[config.mk]
export PLATFORM = sky130hd
export DESIGN_NAME = ngs_ram
export DESIGN_NICKNAME = d
export VERILOG_FILES = /design/src/hw/rtl/nbody_gravity_spring_step_macros.svh /design/src/hw/rtl/ngs_ram.sv
export SDC_FILE = /design/constraint.sdc
export NUM_CORES = 2
export LEC_CHECK = 0
export BUFFER_PORTS_ARGS = -buffer_cell sky130_fd_sc_hd__clkbuf_2
export CORE_ASPECT_RATIO = 0.7
export CORE_UTILIZATION = 40
export DETAILED_ROUTE_END_ITERATION = 12
export HOLD_SLACK_MARGIN = 0.1
export SYNTH_ARGS = -nofsm -noshare
export SYNTH_HDL_FRONTEND = slang
export SYNTH_SLANG_ARGS = --single-unit
export TNS_END_PERCENT = 30
[constraint.sdc]
create_clock -name aclk -period 13.6 [get_ports aclk]
set_input_delay 0.68 -clock aclk [delete_from_list [all_inputs] [get_ports aclk]]
set_output_delay 0.68 -clock aclk [all_outputs]
set_load 0.01 [all_outputs]
[src/hw/rtl/nbody_gravity_spring_step_macros.svh]
// assertion macros used by the top-level rtl file
// no dependencies; define ASSERT_OFF to drop every check
`ifndef NBODY_GRAVITY_SPRING_STEP_MACROS_SVH
`define NBODY_GRAVITY_SPRING_STEP_MACROS_SVH
`ifndef ASSERT_OFF
// same-cycle implication
`define NGS_ASSERT_IMP(label, clk, rstn, ante, cons) \
    label: assert property (@(posedge clk) disable iff (!rstn) (ante) |-> (cons)) \
        else $error("ngs assertion failed");
// next-cycle implication
`define NGS_ASSERT_NXT(label, clk, rstn, ante, cons) \
    label: assert property (@(posedge clk) disable iff (!rstn) (ante) |=> (cons)) \
        else $error("ngs assertion failed");
`else
`define NGS_ASSERT_IMP(label, clk, rstn, ante, cons)
`define NGS_ASSERT_NXT(label, clk, rstn, ante, cons)
`endif
`endif

[src/hw/rtl/ngs_ram.sv]
// generic single-write, single-read ram with registered read data
// no dependencies
module ngs_ram #(
    parameter int WIDTH = 64,
    parameter int DEPTH = 64
) (
    input  logic                     aclk,
    input  logic                     we,
    input  logic [$clog2(DEPTH)-1:0] waddr,
    input  logic [WIDTH-1:0]         wdata,
    input  logic [$clog2(DEPTH)-1:0] raddr,
    output logic [WIDTH-1:0]         rdata
);

    logic [WIDTH-1:0] mem [DEPTH];

    // write port and registered read port
    always_ff @(posedge aclk) begin
        if (we) begin
            mem[waddr] <= wdata;
        end
        rdata <= mem[raddr];
    end

endmodule

==> flow_metrics.env <==
export IMPL_die_height_um=525
export IMPL_wl_per_cell_um=36.0
export IMPL_core_area_um2=388000
export IMPL_num_vias=76523
export IMPL_synth_seq_cells=4160
export IMPL_synthArstFlopShare=0
export IMPL_cts_tree="yes"
export IMPL_arrival_ns=4.96
export IMPL_startpoint_type="primary input"
export IMPL_gp_congestion=0.777
export IMPL_cts_sinks=4160
export IMPL_place_ws_ns=8.35
export IMPL_yosys_top_cells_area="edfxtp_1, mux4_2, mux2i_1"
export IMPL_max_cap_viol_count=0
export IMPL_clock_skew_ns=0.0631
export IMPL_crit_type="in2reg"
export IMPL_cts_buffers_inserted=382
export IMPL_stdcell_area_um2=176000
export IMPL_syn_cell_area_um2=156000
export IMPL_synth_cells=6598
export IMPL_drc=14
export IMPL_postPlaceCellArea_um2=164000
export IMPL_drt_iter0_drc=11394
export IMPL_dieArea_um2=393000
export IMPL_num_rows=191
export IMPL_ant_nets=0
export IMPL_die_width_um=749
export IMPL_syn_nets=6676
export IMPL_cts_max_path_buffers=4
export IMPL_synth_avg_cell_area_um2=23.7
export IMPL_finalMaxSlewViolations=0
export IMPL_synth_distinct_cells=33
export IMPL_synth_seq_area_share=0.795
export IMPL_grtUsageTotal=0.225
export IMPL_syn_to_final_growth_pct=12.9
export IMPL_cp_required_ns=14.37
export IMPL_violations="DRC"
export IMPL_hold_class="in2reg"
export IMPL_period_needed_ns=4.19
export IMPL_finalHoldViolCount=0
export IMPL_overflow=0
export IMPL_cp_top_family="buffers and inverters"
export IMPL_worst_setup_path_end_kind="register"
export IMPL_ir_worst_vdd_mv=0.122
export IMPL_avgViaCountPerCell=6.12
export IMPL_clock_root_buffer="clkbuf_16"
export IMPL_max_freq_mhz=239
export IMPL_start_util=0.403
export IMPL_clk_pin_slew_ns=0.07
export IMPL_antenna_found_initial=48
export IMPL_dp_hpwl_um=236000
export IMPL_clkLatencyLatePin_ns=0.97
export IMPL_tightest_slew_ns=1.36
export IMPL_grt_pass1_wl_um=620000
export IMPL_firstDrtPassIters=11
export IMPL_cts_repair_resize_count=0
export IMPL_slowest_delay_ns=0.87
export IMPL_setup_tns_ns=0
export IMPL_synth_top_area_share=0.787
export IMPL_status="complete, but fails checks"
export IMPL_min_period_over_period=0.308
export IMPL_synth_flop_cell="edfxtp_1"
export IMPL_power_mw=26.3
export IMPL_crit_chain="buf_12 > buf_12 > buf_4 > buf_4 > mux4_2 > mux2i_1 > nand2_1 > a41oi_1 > a211oi_1"
export IMPL_crit_fanout=80
export IMPL_finalWirelength_um=450000
export IMPL_post_cts_buffers=0
export IMPL_postCtsHoldBufs=0
export IMPL_synth_largest_area_cell="edfxtp_1"
export IMPL_ys_warn_count=0
export IMPL_grt_pass1_vias=75560
export IMPL_worst_path_max_delay_cell="buf_4"
export IMPL_relSlewSlack=0.0966
export IMPL_cellPowerDensity_nw_per_um2=149
export IMPL_synth_edf_count=4096
export IMPL_final_nets=7050
export IMPL_setup_violations=0
export IMPL_postLayoutSetupSlackWorst_ns=9.41
export IMPL_grt_max_degree=122
export IMPL_drive_gt1_frac=0.280
export IMPL_htree_levels=5
export IMPL_whs_ns=0.330
export IMPL_rsz0062_at_grt="false"
export IMPL_portBuffers=141
export IMPL_cp_num_buf_inv=4
export IMPL_p_leak_nw=54.4
export IMPL_ios=142
==> worst paths after layout <==
path,start,to,slack [ns],cells past startpoint
setup / recovery,raddr[0],rdata[25],9.41,9
setup reg to reg,mem[55][43],rdata[43],11.41,5
hold / removal,wdata[29],mem[21][29],0.33,2
hold reg to reg,mem[52][32],rdata[32],0.85,4
==> flip-flops by register name (all words and copies together), names as in the netlist <==
signal,cells
mem,4096
rdata,64
==> layout by cell type, fill, tap and decap left out, types with 3 or more instances in the layout <==
cell type / instances
clkinv_1: 53
diode_2: 11
a22o_1: 88
mux4_2: 1024
bufinv_16: 37
a31oi_1: 18
mux2i_1: 135
nand3_1: 45
nand2_1: 55
or2_2: 28
inv_6: 10
nor2_1: 47
dfxtp_1: 64
nor2_4: 65
a2bb2oi_1: 19
a22oi_1: 168
edfxtp_1: 4096
clkbuf_8: 22
clkbuf_16: 385
clkinv_8: 6
nand2b_1: 9
nor2b_4: 3
inv_1: 19
clkinvlp_4: 15
o221ai_1: 38
clkinv_2: 72
clkbuf_2: 138
nor2b_1: 24
a41oi_1: 26
buf_4: 212
a211oi_1: 63
and3_1: 64
or3_1: 29
o22ai_1: 83
buf_12: 8
clkbuf_1: 90
inv_16: 3
==> cell families (layout without fill, tap and decap cells) <==
logic type	after synthesis	in the layout	share of synthesized area
flops	4160	4160	0.795
mux	1159	1159	0.156
compound gates	504	504	0.0248
buf+inv	389	1073	0.0118
simple gates	386	386	0.0124
other cells	0	11	0
==> per-layer routing <==
metal | share of wire | vias to the layer above | track usage | wire length (um)
met5 | 0.00032 | - | 0 | 143
met4 | 0.027 | 22 | 0.0569 | 12100
met3 | 0.11 | 662 | 0.0460 | 48000
met2 | 0.44 | 4536 | 0.330 | 199000
met1 | 0.42 | 42054 | 0.346 | 191000
li1 | - | 29249 | - | -
==> synth_stat cells (6+ instances only) <==
| library cell | n |
|---|---|
| a22o_1 | 88 |
| buf_2 | 170 |
| o221ai_1 | 38 |
| dfxtp_1 | 64 |
| inv_1 | 19 |
| a2bb2oi_1 | 19 |
| or3_1 | 29 |
| buf_1 | 20 |
| buf_6 | 6 |
| and3_1 | 64 |
| o22ai_1 | 83 |
| mux2i_1 | 135 |
| a41oi_1 | 26 |
| edfxtp_1 | 4096 |
| a31oi_1 | 18 |
| nor2_1 | 112 |
| clkbuf_1 | 140 |
| nor2b_1 | 28 |
| a211oi_1 | 63 |
| mux4_2 | 1024 |
| nand3_1 | 45 |
| nand2_1 | 58 |
| nand2b_1 | 11 |
| a22oi_1 | 168 |
| buf_4 | 34 |
| or2_2 | 28 |
==> power by group <==
| group | leakage (nW) | total (mW) | internal, mW | switching (mW) |
|---|---|---|---|---|
| Sequential | 37.4 | 14.3 | 14.2 | 0.0782 |
| Clock | 6.02 | 10.8 | 6.04 | 4.75 |
| Combinational | 11.0 | 1.20 | 0.432 | 0.769 |
| Total | 54.4 | 26.3 | 20.7 | 5.60 |
==> through the flow <==
| stage | util | instances |
|---|---|---|
| 3_5_place_dp | 0.423 | 11799 |
| 4_1_cts | 0.455 | 12493 |
| 2_1_floorplan | - | 6598 |
| 3_3_place_gp | 0.423 | 11799 |
| 6_report | 0.455 | 12504 |
| 5_1_grt | 0.455 | 12497 |
==> layout make-up <==
| class | instances | area [um2] |
|---|---|---|
| flip-flops and latches | 4160 | 124000 |
| fillers | 31763 | 211000 |
| well taps | 5211 | 6520 |
| inverters | 19 | 71.3 |
| clock inverters | 197 | 2040 |
| diodes | 11 | 27.5 |
| multi-input cells | 2049 | 30800 |
| repair buffers | 360 | 2470 |
| clock buffers | 497 | 10300 |
(Power assumes the default switching activity.)
