## config.mk

```make
export PLATFORM = sky130hd
export DESIGN_NAME = ngs_sqrt
export DESIGN_NICKNAME = d
export VERILOG_FILES = /design/src/hw/rtl/nbody_gravity_spring_step_macros.svh /design/src/hw/rtl/ngs_pkg.sv /design/src/hw/rtl/ngs_sqrt.sv
export SDC_FILE = /design/constraint.sdc
export NUM_CORES = 1
export LEC_CHECK = 0
export BUFFER_PORTS_ARGS = -buffer_cell sky130_fd_sc_hd__clkbuf_2
export CAP_MARGIN = 30
export CORE_UTILIZATION = 57
export DETAILED_ROUTE_END_ITERATION = 6
export HOLD_SLACK_MARGIN = 0.02
export PLACE_DENSITY = 0.79
export SYNTH_ARGS = -nofsm -noshare
export SYNTH_HDL_FRONTEND = slang
export SYNTH_SLANG_ARGS = --single-unit
export TNS_END_PERCENT = 1
```

## constraint.sdc

```tcl
create_clock -name aclk -period 9.3 [get_ports aclk]
set_clock_uncertainty 0.2 [all_clocks]
set_input_delay 1.395 -clock aclk [delete_from_list [all_inputs] [get_ports aclk]]
set_output_delay 1.395 -clock aclk [all_outputs]
set_load 0.02 [all_outputs]
```

## src/hw/rtl/nbody_gravity_spring_step_macros.svh

```systemverilog
// assertion macros used by the top-level rtl file
// no dependencies; define ASSERT_OFF to drop every check
`ifndef NBODY_GRAVITY_SPRING_STEP_MACROS_SVH
`define NBODY_GRAVITY_SPRING_STEP_MACROS_SVH
`ifndef ASSERT_OFF
// same-cycle implication
`define NGS_ASSERT_IMP(label, clk, rstn, ante, cons) \
    label: assert property (@(posedge clk) disable iff (!rstn) (ante) |-> (cons)) \
        else $error("ngs assertion failed");
// next-cycle implication
`define NGS_ASSERT_NXT(label, clk, rstn, ante, cons) \
    label: assert property (@(posedge clk) disable iff (!rstn) (ante) |=> (cons)) \
        else $error("ngs assertion failed");
`else
`define NGS_ASSERT_IMP(label, clk, rstn, ante, cons)
`define NGS_ASSERT_NXT(label, clk, rstn, ante, cons)
`endif
`endif

```

## src/hw/rtl/ngs_pkg.sv

```systemverilog
// shared types, codes and arithmetic helpers of the n-body step block
// no dependencies
package ngs_pkg;

    localparam int MAX_BODIES = 64;
    localparam int IDX_W      = $clog2(MAX_BODIES);
    localparam int CNT_W      = $clog2(MAX_BODIES + 1);

    // long divider geometry: 68-bit dividend, 64-bit divisor
    localparam int DIV_NW   = 68;
    localparam int DIV_DW   = 64;
    localparam int DIV_CW   = $clog2(DIV_NW + 1);

    localparam logic [19:0] GRAVITY_RESET  = 20'd10000;
    localparam logic [7:0]  SPRING_RESET   = 8'd10;
    localparam logic [16:0] FRICTION_RESET = 17'd6554;
    localparam logic [9:0]  CONTACT_RESET  = 10'd40;

    typedef enum logic [1:0] {
        ACT_ADD   = 2'd0,
        ACT_STEP  = 2'd1,
        ACT_CLEAR = 2'd2
    } ngs_action_t;

    typedef enum logic [2:0] {
        STAT_BODY    = 3'd0,
        STAT_ADDED   = 3'd1,
        STAT_FULL    = 3'd2,
        STAT_CLEARED = 3'd3,
        STAT_EMPTY   = 3'd4
    } ngs_status_t;

    typedef enum logic [2:0] {
        CFG_CENTER_X = 3'd0,
        CFG_CENTER_Y = 3'd1,
        CFG_GRAVITY  = 3'd2,
        CFG_SPRING   = 3'd3,
        CFG_FRICTION = 3'd4,
        CFG_CONTACT  = 3'd5
    } ngs_cfg_idx_t;

    typedef enum logic [5:0] {
        S_IDLE, S_RESP,
        S_RD_I, S_LD_I, S_RD_J, S_LD_J,
        S_DIFF, S_MUL_X, S_MUL_Y, S_SUM, S_CHK, S_WAIT_B,
        S_MUL_GX, S_DIV_GX, S_WAIT_GX, S_MUL_GY, S_DIV_GY, S_WAIT_GY, S_APPLY_G,
        S_MUL_K, S_MUL_SX, S_DIV_SX, S_WAIT_SX, S_MUL_SY, S_DIV_SY, S_WAIT_SY,
        S_APPLY_S, S_FR_IX, S_FR_IY, S_FR_JX, S_FR_JY, S_FR_END,
        S_PAIR_END, S_WB_I, S_PRD, S_PUPD, S_PEMIT
    } ngs_state_t;

    // status of an iterative arithmetic unit
    typedef struct packed {
        logic busy;
        logic done;
    } ngs_unit_st_t;

    // clamp a wide signed value to the signed 32-bit range
    function automatic logic signed [31:0] sat32(input logic signed [37:0] v);
        logic signed [31:0] r;
        if (v > 38'sd2147483647) begin
            r = 32'sh7FFFFFFF;
        end else if (v < -38'sd2147483648) begin
            r = 32'sh80000000;
        end else begin
            r = v[31:0];
        end
        return r;
    endfunction

    // friction: floor(product / 2^16) then clamp
    function automatic logic signed [31:0] fric(input logic signed [71:0] p);
        return sat32($signed(p[53:16]));
    endfunction

endpackage

```

## src/hw/rtl/ngs_sqrt.sv

```systemverilog
// iterative integer square root, one result bit per cycle
// depends on ngs_pkg
module ngs_sqrt import ngs_pkg::*; (
    input  logic         aclk,
    input  logic         aresetn,
    input  logic         start,
    input  logic [63:0]  radicand,
    output ngs_unit_st_t st,
    output logic [31:0]  root
);

    logic [63:0] n_reg, r_reg, bit_reg;
    logic        busy_reg, done_reg;
    logic [63:0] trial;
    logic [63:0] bit_next;

    assign trial    = r_reg + bit_reg;
    assign bit_next = bit_reg >> 2;

    // control
    always_ff @(posedge aclk) begin
        if (!aresetn) begin
            busy_reg <= 1'b0;
            done_reg <= 1'b0;
        end else if (start) begin
            busy_reg <= 1'b1;
            done_reg <= 1'b0;
        end else if (busy_reg && bit_next == 64'd0) begin
            busy_reg <= 1'b0;
            done_reg <= 1'b1;
        end
    end

    // digit-by-digit root
    always_ff @(posedge aclk) begin
        if (start) begin
            n_reg   <= radicand;
            r_reg   <= 64'd0;
            bit_reg <= 64'd1 << 62;
        end else if (busy_reg) begin
            if (n_reg >= trial) begin
                n_reg <= n_reg - trial;
                r_reg <= (r_reg >> 1) + bit_reg;
            end else begin
                r_reg <= r_reg >> 1;
            end
            bit_reg <= bit_next;
        end
    end

    assign st   = '{busy: busy_reg, done: done_reg};
    assign root = r_reg[31:0];

endmodule

```

==> impl_summary.txt <==
----------------------------------------------------
[Outcome]
  Result of the run ... complete, no violations

[Place]
  PortBufs ... 100
  Placed Instance Area ... 0.0154 sq mm
  HPWL after detailed placement ... 30900 microns
  Routability cong. ... 0.962

[Clocking]
  Post-CTS setup buffers ... 0
  Clock Tree Root ... clkbuf_16
  Bufs on Longest Clock Path ... 2
  Number of buffers inserted by hold repair at cts ... 0
  # clock sinks ... 162
  CTS HTree Levels ... 4
  CTS tree ... built
  Post-cts sizing count ... 0
  Clock slew seen by the registers of the worst setup and hold paths ... 0.06 ns
  Clock latency reported for the late side of the worst-skew pair ... 0.44 ns
  Total clock buffers created by CTS ... 17

[Worst setup path]
  Largest delay contributor family on the critical path ... compound AO/OA/AOI/OAI gates
  Max Fanout on Critical Path ... 45
  Cells along the critical path ... ha_1 -> ha_1 -> a21oi_1 -> o21ai_0 -> a21oi_1 -> o2111ai_1 -> a31oi_1 -> a2bb2oi_1 -> o21bai_1 -> a2bb2oi_1 -> xor2_1 -> ha_1 -> nand4_1 -> nor2_1 -> nand2_1 -> or4_1 -> nor2_1 -> o21ai_2 -> and2_2 -> o21ai_4 -> buf_4
  Stage delay of the slowest cell on the critical path ... between 0.6 and 0.7 ns
  CP startpoint kind ... flip-flop
  Required time at the endpoint of the critical path ... around 9.2 ns
  Total stage count of the critical path ... 21
  CP endpoint kind ... flip-flop
  WP data arrival ... between 7 and 8 ns
  Most frequent cell on the critical path ... ha_1
  Slowest library cell on the worst path ... buf_4
  Register-to-Register Path Depth ... 21
  Buf/Inv on CP ... 1
  Category of the critical setup timing path ... flip-flop to flip-flop

[Floorplan]
  Core box area ... 0.0261 sq mm
  Area of the die ... 0.0273 sq mm
  Initial core utilization ... roughly 58%
  Count of pins on the block boundary ... 101
  Placement row count ... 59
  Die span in x ... 165 microns
  Die Y-Extent ... between 150 and 200 microns

[Synth]
  Synthesized area divided by synthesized cell count ... 7.84 sq um
  Synth Area in Simple Gates ... 19.8%
  Adder-cell share of the synthesized area ... 10.9%
  Compound-Gate Fraction of Synth Area ... 25.6%
  EDFF count, synth ... 64
  Mux cell area share after synthesis ... around 3%
  Total number of yosys warnings ... 0
  Proportion of register bits with asynchronous set or reset after synthesis ... 0%
  Sequential cell area fraction in the yosys report ... 25.6%
  Cell count after synthesis ... 1935
  Count of state elements after synthesis ... 162
  Main flop type after synthesis ... dfxtp_1
  Syn_nets ... 2133
  Largest family of logic cells by synthesized area ... compound AO/OA/AOI/OAI gates
  Post-Synth XOR/XNOR Area ... 9.30%
  Mapped cell area ... 0.0152 sq mm
  Distinct cells, synth ... 89

[Timing]
  Worst slew margin relative to its limit ... 26.4%
  Min cycle time layout ... 7.27 ns
  Maximum clock frequency ... 137 MHz
  Final Setup Violations ... 0
  Part of the cycle the worst path needs ... 78.2%
  Endpoints failing hold ... 0
  Accumulated negative setup slack ... 0 ns
  RSZ-0062 raised after global routing ... false
  Final worst hold slack ... 0.312 ns
  Slew of the pin with the lowest slew margin ... 1.10 ns
  Count of pins over their slew limit ... 0

[Route]
  Via-to-Cell Ratio ... 6.42
  Drt first-iter violations ... between 1000 and 1500
  Total wire length after detailed routing ... 41200 microns
  Vias ... 14600
  Drt wl/cell ... 18.2 microns
  Drc violations ... 0
  Count of antenna-violating nets left after detailed routing ... 0
  Number of detailed-route iterations in the first pass ... 6

[Cells and area]
  Final instance area ... around 0.016 sq mm
  Final net count ... 2115
  Count of filler cells inserted in the layout ... 2326
  Layout-stage area growth over the synthesis result ... 5.27%
  Layout cell share with drive strength beyond 1 ... 9.79%

[Hold path]
  Hold/Removal Path Class ... flip-flop to flip-flop
  Worst Hold Depth ... 2

[Global route]
  First-pass GRT wire length ... 66500 microns
  Largest net degree at the start of global routing ... 84
  Leftover overflow at the end of global routing ... 0
  Number of antenna violations at the first check in global routing ... 2
  Tot GR Track Use ... a little under a third
  Via count of the first global-routing pass ... 13200

[Power]
  Share of total power in the clock network ... about 16%
  Sw frac ... 47.1%
  Cell Int Power ... 2290 uW
  Gate power share ... 58.3%
  Highest ir drop seen on vdd ... 0.000186 V
  Sequential share of power ... 26.2%
  Power per Cell Area ... ~270 mW/mm^2
  Leak pwr ... 0.00617 uW
  Switching pwr ... approximately 2000 uW

[Run]
  Number of maximum-capacitance violations ... 0

----------------------------------------------------
[logic make-up after synthesis]
family                     count (synthesis)
AOI/OAI and AO/OA                        591
xor gates and xnor gates                 161
adders and majority gates                131
buffers and inverters                    185
DFF                                      162
muxes                                     45
and+or+nand+nor                          660
[Yosys cell counts, drive strengths merged, types with 11 or more instances]
cell | n | area share, %
o21ai | 177 | 5.9
a21oi | 118 | 3.9
a211oi | 38 | 2.1
nor4 | 18 | 0.74
a31o | 14 | 0.81
o21a | 12 | 0.59
xor2 | 81 | 4.7
nand2 | 238 | 5.9
edfxtp | 64 | 13
and2 | 13 | 0.54
ha | 130 | 11
a21o | 37 | 1.8
nand4 | 52 | 2.2
clkbuf | 78 | 2.0
nor2 | 212 | 5.2
o211ai | 13 | 0.64
xnor2 | 80 | 4.6
o21bai | 25 | 1.2
nor3 | 28 | 0.99
buf | 65 | 2.8
nor2b | 11 | 0.45
a31oi | 58 | 2.5
inv | 42 | 1.0
a311oi | 20 | 1.2
mux2i | 41 | 2.7
a221oi | 14 | 0.81
nand3 | 38 | 1.3
dfxtp | 98 | 13
[layer usage]
metal  vias up  share of wire [%]  global-route usage, %
li1       7054                  -                      -
met1      6795                 44                   41.0
met2       609                 45                   49.0
met3        98                7.7                   4.65
met4         0                3.3                   11.8
met5         -                  0                      0
[layout by cell type (no fill, tap or decap), types with 51 or more instances in the layout]
master and n:
nor2_1 212, xnor2_1 80, o21ai_0 170, ha_1 130, dfxtp_1 97, xor2_1 81, a31oi_1 55, edfxtp_1 64
a21oi_1 117, clkbuf_2 99, nand4_1 51, nand2_1 236
[power by group through the flow]
stage          clock [uW]  combinational (uW)  sequential [uW]
2_1_floorplan           0                2000             1070
3_3_place_gp            0                2410             1140
3_5_place_dp            0                2460             1140
4_1_cts               671                2470             1130
5_1_grt               708                2770             1150
6_report              669                2520             1130
[final timing paths]
path                                             from                    end  slack [ns]
worst max-delay path            r_reg[0]$_SDFFE_PP0P_     n_reg[4]$_DFFE_PP_        2.03
worst min-delay path            r_reg[0]$_SDFFE_PP0P_  r_reg[0]$_SDFFE_PP0P_        0.31
worst max register to register  r_reg[0]$_SDFFE_PP0P_     n_reg[4]$_DFFE_PP_        2.03
worst min register to register  r_reg[0]$_SDFFE_PP0P_  r_reg[0]$_SDFFE_PP0P_        0.31
[area by class of cell]
| type | count | area, sq um | share of cell area, % |
|---|---|---|---|
| antenna | 1 | 2.50 | 0.0157 |
| clock buffer | 25 | 485 | 3.04 |
| clock inverter | 7 | 50.0 | 0.313 |
| inverter | 42 | 158 | 0.987 |
| multi-input combinational | 1588 | 10400 | 65.2 |
| sequential | 162 | 3890 | 24.3 |
| tap | 335 | 419 | 2.63 |
| timing repair buffer | 106 | 552 | 3.46 |
[worst register-to-register path: stages, from the launching register on]
cell	delay, ns
dfxtp_1	0.33
ha_1	0.22
ha_1	0.21
a21oi_1	0.26
o21ai_0	0.31
a21oi_1	0.36
o2111ai_1	0.32
a31oi_1	0.40
a2bb2oi_1	0.35
o21bai_1	0.15
a2bb2oi_1	0.32
xor2_1	0.15
ha_1	0.44
nand4_1	0.23
nor2_1	0.28
nand2_1	0.12
or4_1	0.40
nor2_1	0.20
o21ai_2	0.14
and2_2	0.25
o21ai_4	0.57
buf_4	0.61
[per-stage QoR]
stage / util [%] / total power (uW) / instances / worst slack [ns]
finish: 61.3 / 4320 / 2266 / 2.03
global route: 61.3 / 4630 / 2265 / 1.54
CTS: 61.3 / 4270 / 2265 / 2.11
detailed placement: 59.2 / 3600 / 2233 / 2.09
global placement: 59.2 / 3550 / 2233 / 2.42
floorplan: - / 3070 / 1935 / 1.21
No activity file was read; power rests on OpenSTA's default activity.
