File: src/hw/rtl/nbody_gravity_spring_step_macros.svh
// assertion macros used by the top-level rtl file
// no dependencies; define ASSERT_OFF to drop every check
`ifndef NBODY_GRAVITY_SPRING_STEP_MACROS_SVH
`define NBODY_GRAVITY_SPRING_STEP_MACROS_SVH
`ifndef ASSERT_OFF
// same-cycle implication
`define NGS_ASSERT_IMP(label, clk, rstn, ante, cons) \
    label: assert property (@(posedge clk) disable iff (!rstn) (ante) |-> (cons)) \
        else $error("ngs assertion failed");
// next-cycle implication
`define NGS_ASSERT_NXT(label, clk, rstn, ante, cons) \
    label: assert property (@(posedge clk) disable iff (!rstn) (ante) |=> (cons)) \
        else $error("ngs assertion failed");
`else
`define NGS_ASSERT_IMP(label, clk, rstn, ante, cons)
`define NGS_ASSERT_NXT(label, clk, rstn, ante, cons)
`endif
`endif

File: src/hw/rtl/ngs_pkg.sv
// shared types, codes and arithmetic helpers of the n-body step block
// no dependencies
package ngs_pkg;

    localparam int MAX_BODIES = 64;
    localparam int IDX_W      = $clog2(MAX_BODIES);
    localparam int CNT_W      = $clog2(MAX_BODIES + 1);

    // long divider geometry: 68-bit dividend, 64-bit divisor
    localparam int DIV_NW   = 68;
    localparam int DIV_DW   = 64;
    localparam int DIV_CW   = $clog2(DIV_NW + 1);

    localparam logic [19:0] GRAVITY_RESET  = 20'd10000;
    localparam logic [7:0]  SPRING_RESET   = 8'd10;
    localparam logic [16:0] FRICTION_RESET = 17'd6554;
    localparam logic [9:0]  CONTACT_RESET  = 10'd40;

    typedef enum logic [1:0] {
        ACT_ADD   = 2'd0,
        ACT_STEP  = 2'd1,
        ACT_CLEAR = 2'd2
    } ngs_action_t;

    typedef enum logic [2:0] {
        STAT_BODY    = 3'd0,
        STAT_ADDED   = 3'd1,
        STAT_FULL    = 3'd2,
        STAT_CLEARED = 3'd3,
        STAT_EMPTY   = 3'd4
    } ngs_status_t;

    typedef enum logic [2:0] {
        CFG_CENTER_X = 3'd0,
        CFG_CENTER_Y = 3'd1,
        CFG_GRAVITY  = 3'd2,
        CFG_SPRING   = 3'd3,
        CFG_FRICTION = 3'd4,
        CFG_CONTACT  = 3'd5
    } ngs_cfg_idx_t;

    typedef enum logic [5:0] {
        S_IDLE, S_RESP,
        S_RD_I, S_LD_I, S_RD_J, S_LD_J,
        S_DIFF, S_MUL_X, S_MUL_Y, S_SUM, S_CHK, S_WAIT_B,
        S_MUL_GX, S_DIV_GX, S_WAIT_GX, S_MUL_GY, S_DIV_GY, S_WAIT_GY, S_APPLY_G,
        S_MUL_K, S_MUL_SX, S_DIV_SX, S_WAIT_SX, S_MUL_SY, S_DIV_SY, S_WAIT_SY,
        S_APPLY_S, S_FR_IX, S_FR_IY, S_FR_JX, S_FR_JY, S_FR_END,
        S_PAIR_END, S_WB_I, S_PRD, S_PUPD, S_PEMIT
    } ngs_state_t;

    // status of an iterative arithmetic unit
    typedef struct packed {
        logic busy;
        logic done;
    } ngs_unit_st_t;

    // clamp a wide signed value to the signed 32-bit range
    function automatic logic signed [31:0] sat32(input logic signed [37:0] v);
        logic signed [31:0] r;
        if (v > 38'sd2147483647) begin
            r = 32'sh7FFFFFFF;
        end else if (v < -38'sd2147483648) begin
            r = 32'sh80000000;
        end else begin
            r = v[31:0];
        end
        return r;
    endfunction

    // friction: floor(product / 2^16) then clamp
    function automatic logic signed [31:0] fric(input logic signed [71:0] p);
        return sat32($signed(p[53:16]));
    endfunction

endpackage

File: src/hw/rtl/ngs_div.sv
// restoring unsigned divider, one quotient bit per cycle
// depends on ngs_pkg
module ngs_div import ngs_pkg::*; (
    input  logic              aclk,
    input  logic              aresetn,
    input  logic              start,
    input  logic [DIV_NW-1:0] dividend,
    input  logic [DIV_DW-1:0] divisor,
    output ngs_unit_st_t      st,
    output logic [DIV_NW-1:0] quotient
);

    logic [DIV_NW-1:0] quo_reg;
    logic [DIV_DW-1:0] rem_reg, dvs_reg;
    logic [DIV_CW-1:0] cnt_reg;
    logic              busy_reg, done_reg;
    logic [DIV_DW:0]   trial;
    logic              fits;

    assign trial = {rem_reg, quo_reg[DIV_NW-1]};
    assign fits  = trial >= {1'b0, dvs_reg};

    // control
    always_ff @(posedge aclk) begin
        if (!aresetn) begin
            busy_reg <= 1'b0;
            done_reg <= 1'b0;
            cnt_reg  <= '0;
        end else if (start) begin
            busy_reg <= 1'b1;
            done_reg <= 1'b0;
            cnt_reg  <= DIV_CW'(DIV_NW);
        end else if (busy_reg) begin
            cnt_reg <= cnt_reg - 1'b1;
            if (cnt_reg == DIV_CW'(1)) begin
                busy_reg <= 1'b0;
                done_reg <= 1'b1;
            end
        end
    end

    // shift dividend bits out into the remainder, shift quotient bits in
    always_ff @(posedge aclk) begin
        if (start) begin
            quo_reg <= dividend;
            rem_reg <= '0;
            dvs_reg <= divisor;
        end else if (busy_reg) begin
            rem_reg <= fits ? DIV_DW'(trial - {1'b0, dvs_reg}) : trial[DIV_DW-1:0];
            quo_reg <= {quo_reg[DIV_NW-2:0], fits};
        end
    end

    assign st       = '{busy: busy_reg, done: done_reg};
    assign quotient = quo_reg;

endmodule

File: config.mk
export PLATFORM = sky130hd
export DESIGN_NAME = ngs_div
export DESIGN_NICKNAME = d
export VERILOG_FILES = /design/src/hw/rtl/nbody_gravity_spring_step_macros.svh /design/src/hw/rtl/ngs_pkg.sv /design/src/hw/rtl/ngs_div.sv
export SDC_FILE = /design/constraint.sdc
export NUM_CORES = 1
export LEC_CHECK = 0
export ABC_CLOCK_PERIOD_IN_PS = 3700
export BUFFER_PORTS_ARGS = -buffer_cell sky130_fd_sc_hd__clkbuf_2
export CAP_MARGIN = 20
export CORE_MARGIN = 1
export CORE_UTILIZATION = 40
export CTS_CLUSTER_SIZE = 30
export DETAILED_ROUTE_END_ITERATION = 7
export SLEW_MARGIN = 20
export SYNTH_ARGS = -nofsm -noshare
export SYNTH_HDL_FRONTEND = slang
export SYNTH_SLANG_ARGS = --single-unit
File: constraint.sdc
create_clock -name aclk -period 3.7 [get_ports aclk]
set_clock_uncertainty 0.15 [all_clocks]
set_input_delay 0.555 -clock aclk [delete_from_list [all_inputs] [get_ports aclk]]
set_output_delay 0.555 -clock aclk [all_outputs]
set_load 0.05 [all_outputs]
==> run summary, run 1 <==
With fillers left out, the area of the finished cells amounts to 14500 um^2. The flop and latch count out of synthesis came out at 205. The min-delay analysis places its worst path in the category input port to flop. Yosys printed 0 warnings. The total of cells resized after clock tree synthesis is 0. The aggregate global routing overflow is 0. The fraction of synthesized cell area taken by the top area cell type is around 33%. The register with the most flip-flops in the layout has ~70 of them.

The first-iteration detailed-routing DRC count came out at 545. The number of I/O pins is 205. The final critical-path share of the clock period is 95.0%. The netlist uses 71 different library cells. The wire length on met1 came out at 14200 um.

The clock latency on the worst-skew pair came out at 0.53 ns. The number of pins exceeding their max-slew limit in the final report came out at 0. The gate count after technology mapping is 1245. The largest family of logic cells by synthesized area is compound AO/OA/AOI/OAI gates. The number of antenna violations at the first check in global routing came out at 0. The final-report setup violation count came out at 0.

The setup TNS after final layout is 0 ns. The net count reported at finish is between 1500 and 2000. After detailed routing, no signal wire sits above met4. At the pin with the least slew margin, the transition time is roughly 0.89 ns. The average wire length per cell after detail routing came out at approximately 17 um. The normalized max-slew margin is 40.5%.

The filler cells instantiated in the layout total around 2900. The length of the first detailed-routing pass in iterations is 5. Compared with the post-synthesis result, the final layout area differs by 19.9%.

The run finished with clean final reports. By instance count, the leading cell after synthesis is sky130_fd_sc_hd__nand2_1. In this run the tool buffered the top-level ports with around 200 buffer cells. The netlist area before placement is 12100 um^2.

Sorting the synthesized cells by area gives the leading types as sky130_fd_sc_hd__edfxtp_1 (33%), sky130_fd_sc_hd__dfxtp_1 (12%), sky130_fd_sc_hd__ha_1 (6.8%), sky130_fd_sc_hd__mux2_2 (6.5%), sky130_fd_sc_hd__nand2_1 (4.6%). In this run the worst path has a maximum fanout of 12. The final hold violation count came out at 0. Clock-pin slew was measured on the worst setup and hold paths at 0.06 ns. The worst setup path is launched from a flop. The sequential element share of the synthesized area is 45.0%. Summed over all instances, the cell type with the most area after synthesis is sky130_fd_sc_hd__edfxtp_1.

The die footprint came out at between 30000 and 40000 um^2. Total power for the finished layout comes to between 0.006 and 0.007 W. The die extent in y is 176 um. Sorting the synthesized cells by how often they occur yields sky130_fd_sc_hd__nand2_1 (147), sky130_fd_sc_hd__edfxtp_1 (132), sky130_fd_sc_hd__nor2_1 (103). The CTS tree is done. The nature of the critical path endpoint is a flop. Detailed routing placed a total of 15200 um of wire on met2. The synthesized-area fraction occupied by adder cells is under 10%. The maximum level of the CTS H-tree came out at 1.

The initial core utilization is 40.7%. The via count of the first global-routing pass came to between 10000 and 15000. The final non-filler cell total came out at 1868. The worst-case clock buffer depth came out at 3.

The arrival time reported for the critical path endpoint is ~3.8 ns. For this design the ratio of total power to cell area is 472 nW/um^2. Setup repair after global routing left no endpoint under its margin.

In this run the cell area measured after placement is between 10000 and 15000 um^2. The net count after synthesis is 1447. The largest net degree at the start of global routing is 99. For this block, the routed nets add up to 32600 um of wire. The maximum clock rate is 0.285 GHz.

The flip-flop cell with the highest count after synthesis is sky130_fd_sc_hd__edfxtp_1. The TritonCTS buffer count came out at 25. The placeable core region is 29600 um^2.

The synthesized netlist devotes roughly 18% of its cell area to compound gates. The post-cts hold buffer count came out at 0. The residual antenna-violating net count after detailed routing is 0. The horizontal extent of the die is 176 um.

The fraction of synthesized area in multiplexers came out at between 6 and 7%. The total routing usage reported by global routing is 21.2%. The leakage power came out at 6.25 nW. Once placement completed, the tool counted placed cells totaling 1822. The floorplan has 63 rows. The fraction of final layout cells sized beyond drive strength 1 came out at around 26%. The async set-reset flop share out of synthesis is 0%. The via density per instance came out at 5.41. The synthesized design contains ~130 enable-type register cells. Wire segments on met3 add up to 2270 um in the final route. The number of antenna diodes is 0.

Of the total synthesized cell area, the portion taken by XOR and XNOR cells is 4.00%. Subtracting the final worst setup slack from the clock period gives 3.51 ns. After clock tree synthesis, the setup repair step added 0 buffers.

The first-pass GRT wire length came out at roughly 53000 um. The congestion estimate from routability-driven global placement came to 0.896. The final cell utilization of the core came out at 48.8%. The mean instance size in the synthesized netlist is 9.68 um^2.

The category of the most critical setup path is flop to flop. The number of max-cap violations came out at 0. For this block, the via count after detailed routing is 10100. The simple logic cell fraction of the synthesized area is 14.0%. The count of clock tree sinks came out at ~210. The final HPWL from detailed placement is 24200 um. The post-route DRC violation count is 0. The critical path required time is approximately 4 ns. The worst-case IR drop observed on VDD is 0.462 mV. The cell chosen for the clock root is sky130_fd_sc_hd__clkbuf_16.
[cell families (layout without fill, tap and decap cells)]
| group | count (synthesis) | after routing |
|---|---|---|
| flops | 205 | 205 |
| mux | 74 | 74 |
| compound gates | 322 | 322 |
| buf+inv | 151 | 384 |
| fa+ha+maj | 67 | 67 |
| xor+xnor | 55 | 55 |
| simple gates | 371 | 371 |
[layer usage]
| layer | GRT usage [%] | up-vias |
|---|---|---|
| li1 | - | 4981 |
| met1 | 27.1 | 4748 |
| met2 | 35.3 | 324 |
| met3 | 4.72 | 53 |
| met4 | 6.74 | 0 |
| met5 | 0 | - |
[final cells by class]
type                       instances  area [um^2]  area share [%]
timing repair buffer             252         1410            9.77
clock buffer                      34          699            4.84
clock inverter                    12         92.6           0.640
inverter                          86          323            2.23
multi-input combinational        889         6010            41.6
sequential                       205         5430            37.5
tap                              390          488            3.38
[path summary, 6_finish.rpt]
path / start / to / slack (ns) / cells past startpoint
setup / recovery: dvs_reg[60] / rem_reg[61] / 0.19 / 11
setup reg to reg: dvs_reg[60] / rem_reg[61] / 0.19 / 11
hold reg to reg: done_reg / done_reg / 0.30 / 2
hold / removal: divisor[55] / dvs_reg[55] / 0.05 / 1
[through the flow]
step / setup slack, ns / hold WS [ns]
after floorplan: 0.119 / 0.276
after global placement: 0.192 / 0.294
after detailed placement: 0.142 / 0.303
after CTS: 0.132 / 0.0200
after global routing: 0.00482 / 0.0265
final: 0.185 / 0.0465
[cells in the final DEF, fill, tap and decap left out, drive strengths merged, types with 11 or more instances in the layout]
cell,instances
a21o,35
nor2b,11
nand3,15
xnor2,28
nand4,28
a21oi,96
o21bai,14
nor3,13
a311oi,31
dfxtp,73
edfxtp,132
a211oi,15
mux2,70
o21ai,62
nor2,104
buf,49
inv,87
a31oi,11
clkbuf,237
xor2,27
nand2,150
ha,66
and3,11
[where the power goes]
group	switching (W)	internal, W	total [W]
Combinational	0.00108	0.000613	0.00169
Clock	0.000957	0.00139	0.00235
Sequential	0.000119	0.00266	0.00278
[critical path: stages, from the launching register on]
cell	delay (ns)
sky130_fd_sc_hd__edfxtp_1	0.32
sky130_fd_sc_hd__inv_1	0.04
sky130_fd_sc_hd__ha_2	0.40
sky130_fd_sc_hd__inv_1	0.13
sky130_fd_sc_hd__nor2_4	0.17
sky130_fd_sc_hd__nand2_2	0.10
sky130_fd_sc_hd__or4_1	0.55
sky130_fd_sc_hd__or3_4	0.37
sky130_fd_sc_hd__o21ai_4	0.43
sky130_fd_sc_hd__nand2_2	0.19
sky130_fd_sc_hd__or4_1	0.51
sky130_fd_sc_hd__nand3_1	0.08
(Power assumes the default switching activity.)
==> run 2: changes to the inputs <==
Settings changed: ABC_AREA set to 1, ABC_CLOCK_PERIOD_IN_PS 3700 to not set.
==> run 2 against run 1 <==
The flow now finishes with violations (design-rule violations); non-clock buffer count shrank 29; cell area grew 17%; combinational power shrank 42%; critical path depth grew 4; area after synthesis grew 22%; die area grew 21%; sequential power shrank 4%; sequential share of layout area shrank 5.6 points; synthesized cell count grew 78%; clock power is essentially flat.
==> run summary, run 2 <==
The flow ran to the end, but the final reports show violations. The checks that failed: design-rule violations. The floorplan step defined a die boundary enclosing 37400 um^2. The via density per instance came out at 4.76. The fraction of synthesized cell area taken by the top area cell type is 27.0%. The setup TNS after final layout came out at 0 ns.

The minimum period implied by the final worst setup slack is 3.14 ns. The net count reported at finish came out at 2620. The category of the worst setup path launch point is a flop.

The first-pass GRT wire length is 73500 um. The flop and latch count out of synthesis came out at 205. From synthesis to final layout, the design area changed by 15.7%. After floorplanning, the core was divided into 69 placement rows. Summed over all cells, the static leakage comes to 9.44 nW. The die extent in y came out at 193 um. Across the run, the number of max-cap violations was 0.

Leaving out fill and tap cells, the most frequent cells in the layout are sky130_fd_sc_hd__nand2_1 (915), sky130_fd_sc_hd__inv_1 (444), sky130_fd_sc_hd__clkbuf_2 (203), sky130_fd_sc_hd__nand3_1 (145), sky130_fd_sc_hd__edfxtp_1 (132). The yosys synthesis warning count is 0. The horizontal extent of the die is 193 um.

For this block, the initial DRC count from the detailed router was 871. The aggregate global routing overflow came out at 0. The worst-case clock buffer depth came out at 3. The global routing stage identified its most utilized layer as met2. The critical path required time is roughly 4.0 ns. The async set-reset flop share out of synthesis came out at 0%. Leaving out fill and tap cells, the most frequent cell in the layout is sky130_fd_sc_hd__nand2_1.

The length of the first detailed-routing pass in iterations came out at 8. Timing analysis after detailed placement gives a worst setup slack of 0.601 ns. The initial core utilization is 40.9%. For this run, the leading register cell type out of synthesis is sky130_fd_sc_hd__edfxtp_1. In this run the power density over the cells is 356 nW/um^2. The number of antenna diodes came out at 0. The clock latency on the worst-skew pair is 0.54 ns. The number of enable-type register cells in the synthesized netlist is about 130.

The placeable core region is 35800 um^2. For this run, design rule violations remaining after detail routing come to 1. The largest driver fanout on the critical path is between 60 and 70. The arrival time reported for the critical path endpoint is roughly 3.4 ns.

The post-cts hold buffer count is 7. The commonest cells after synthesis are sky130_fd_sc_hd__nand2_1 (915), sky130_fd_sc_hd__inv_1 (444), sky130_fd_sc_hd__nand3_1 (145). The worst setup path is captured at a flop. Of all cell types, the one taking the most synthesized area is sky130_fd_sc_hd__edfxtp_1.

The fraction of final layout cells sized beyond drive strength 1 came out at 13.3%. Setup violations remaining at the end of the flow were counted as 0. The most common cell in the synthesized netlist is sky130_fd_sc_hd__nand2_1. In this run the critical register-to-register path is launched from dvs_reg[52].

The via count of the first global-routing pass is 13500. The CTS tree is done. The beginning of the worst hold path is divisor[46].

The number of I/O pins came out at 205. The maximum clock rate came out at 0.318 GHz. The number of pins exceeding their max-slew limit in the final report came to 0. Once routing completed, OpenROAD measured the worst setup slack at between 0.5 and 0.6 ns. The met2 global-route usage is 41.3%. The clock-pin slew of the registers on the worst-case setup and hold paths came out at approximately 0.060 ns. Port buffering added 204 buffers. The normalized max-slew margin is 43.4%. The final HPWL from detailed placement came out at between 30000 and 40000 um. The register with the most flip-flops in the layout has 68 of them. The cell sitting at the root of the clock tree is a sky130_fd_sc_hd__clkbuf_16. The number of antenna violations at the first check in global routing came out at 0. At the end of routability-driven placement, the weighted congestion stood at 0.983.

The net count after synthesis is 2421. Averaged over all synthesized cells, the footprint is 6.61 um^2. Setup repair after global routing left no endpoint under its margin. The total of cells resized after clock tree synthesis is 0. The largest net degree at the start of global routing came out at 73. The netlist area before placement is 14700 um^2. The count of clock tree sinks is 205. The number of different library cells used by synthesis comes to 38. The worst setup path is of the flop to flop kind. The final cell utilization of the core came out at 47.3%. The total setup buffers inserted after CTS came out at 0.

TritonCTS created 24 clock buffers. The final hold violation count came out at 0. For this block, the routed nets add up to 46600 um of wire. Yosys attributes the largest share of cell area to sky130_fd_sc_hd__edfxtp_1 (27%), sky130_fd_sc_hd__nand2_1 (23%), sky130_fd_sc_hd__inv_1 (11%), sky130_fd_sc_hd__dfxtp_1 (10%), sky130_fd_sc_hd__ha_1 (5.6%). The path class of the lowest-slack min-delay path is input port to flop. Of the available clock period, the critical path in the final layout requires 84.9%. For this run, global-route usage on met3 was measured as 3.73%. The residual antenna-violating net count after detailed routing is 0. The average wire length per cell after detail routing came out at 16.1 um. The gate count after technology mapping came out at 2219. The maximum level of the CTS H-tree is 1.

For this run, global-route usage on met1 was measured as 34.5%. The most critical setup path has its startpoint at dvs_reg[52]. The slew at the pin closest to its max-slew limit is 0.850 ns. The largest voltage drop on the vdd net is 0.320 mV. Global routing used between 20 and 25% of the available tracks across all layers. Sequential cells were found to cover between 30% and 40% of the synthesized design area. The total power of the final layout came out at between 0.006 and 0.007 W. The via total after detailed routing came out at ~14000.
-- run 2: cell families (layout without fill, tap and decap cells) --
kind of cell	after synthesis	in the layout	synth area share, %
xor+xnor	32	32	1.91
simple gates	1309	1309	37.8
compound gates	104	104	3.87
fa+ha+maj	67	67	5.77
buf+inv	502	719	13.7
flops	205	205	37.0
-- run 2: final cells by class --
cell class,instances,area [um^2]
Inverter,452,1700
Clock inverter,5,52.6
Clock buffer,39,758
Sequential cell,205,5430
Tap cell,461,577
Fill cell,3766,18900
Timing Repair Buffer,223,1210
Multi-Input combinational cell,1512,7240
-- run 2: where the power goes --
part	total (W)	internal, W	switching, W
sequential	0.00268	0.00261	0.0000748
combinational	0.000988	0.000269	0.000720
clock	0.00237	0.00141	0.000963
-- run 2: worst max-delay path, stage by stage, from the launching register on --
cell and delay (ns):
sky130_fd_sc_hd__edfxtp_1 0.35, sky130_fd_sc_hd__inv_1 0.08, sky130_fd_sc_hd__ha_1 0.31, sky130_fd_sc_hd__nand2_1 0.22
sky130_fd_sc_hd__inv_1 0.06, sky130_fd_sc_hd__nand2_1 0.07, sky130_fd_sc_hd__nand2_1 0.09, sky130_fd_sc_hd__nand2_1 0.08
sky130_fd_sc_hd__nand2_1 0.09, sky130_fd_sc_hd__a21oi_1 0.17, sky130_fd_sc_hd__nand2_1 0.11, sky130_fd_sc_hd__nor2_4 0.12
sky130_fd_sc_hd__buf_4 0.64, sky130_fd_sc_hd__nand3_1 0.18, sky130_fd_sc_hd__nand3_1 0.13, sky130_fd_sc_hd__o21ai_1 0.07
-- run 2: per-layer routing --
layer | share of wire, % | wire length (um) | vias to the layer above
met2 | 45 | 20900 | 378
met1 | 48 | 22400 | 6202
met4 | 1.7 | 795 | 0
li1 | - | - | 7162
met5 | 0 | 0 | -
met3 | 5.5 | 2550 | 41
-- run 2: stage by stage --
step	cells	instance area, um^2	hold WS, ns
2_1_floorplan	2219	14700	0.288
3_3_place_gp	2846	16100	0.308
3_5_place_dp	2846	16100	0.307
4_1_cts	2897	17000	0.000738
5_1_grt	2897	17000	0.00474
6_report	2897	17000	0.0339
-- run 2: final timing paths --
check	to	slack [ns]	cells after the start
hold / removal	dvs_reg[46]	0.03	1
hold reg to reg	rem_reg[35]	0.32	2
setup reg to reg	rem_reg[26]	0.56	15
setup / recovery	rem_reg[26]	0.56	15
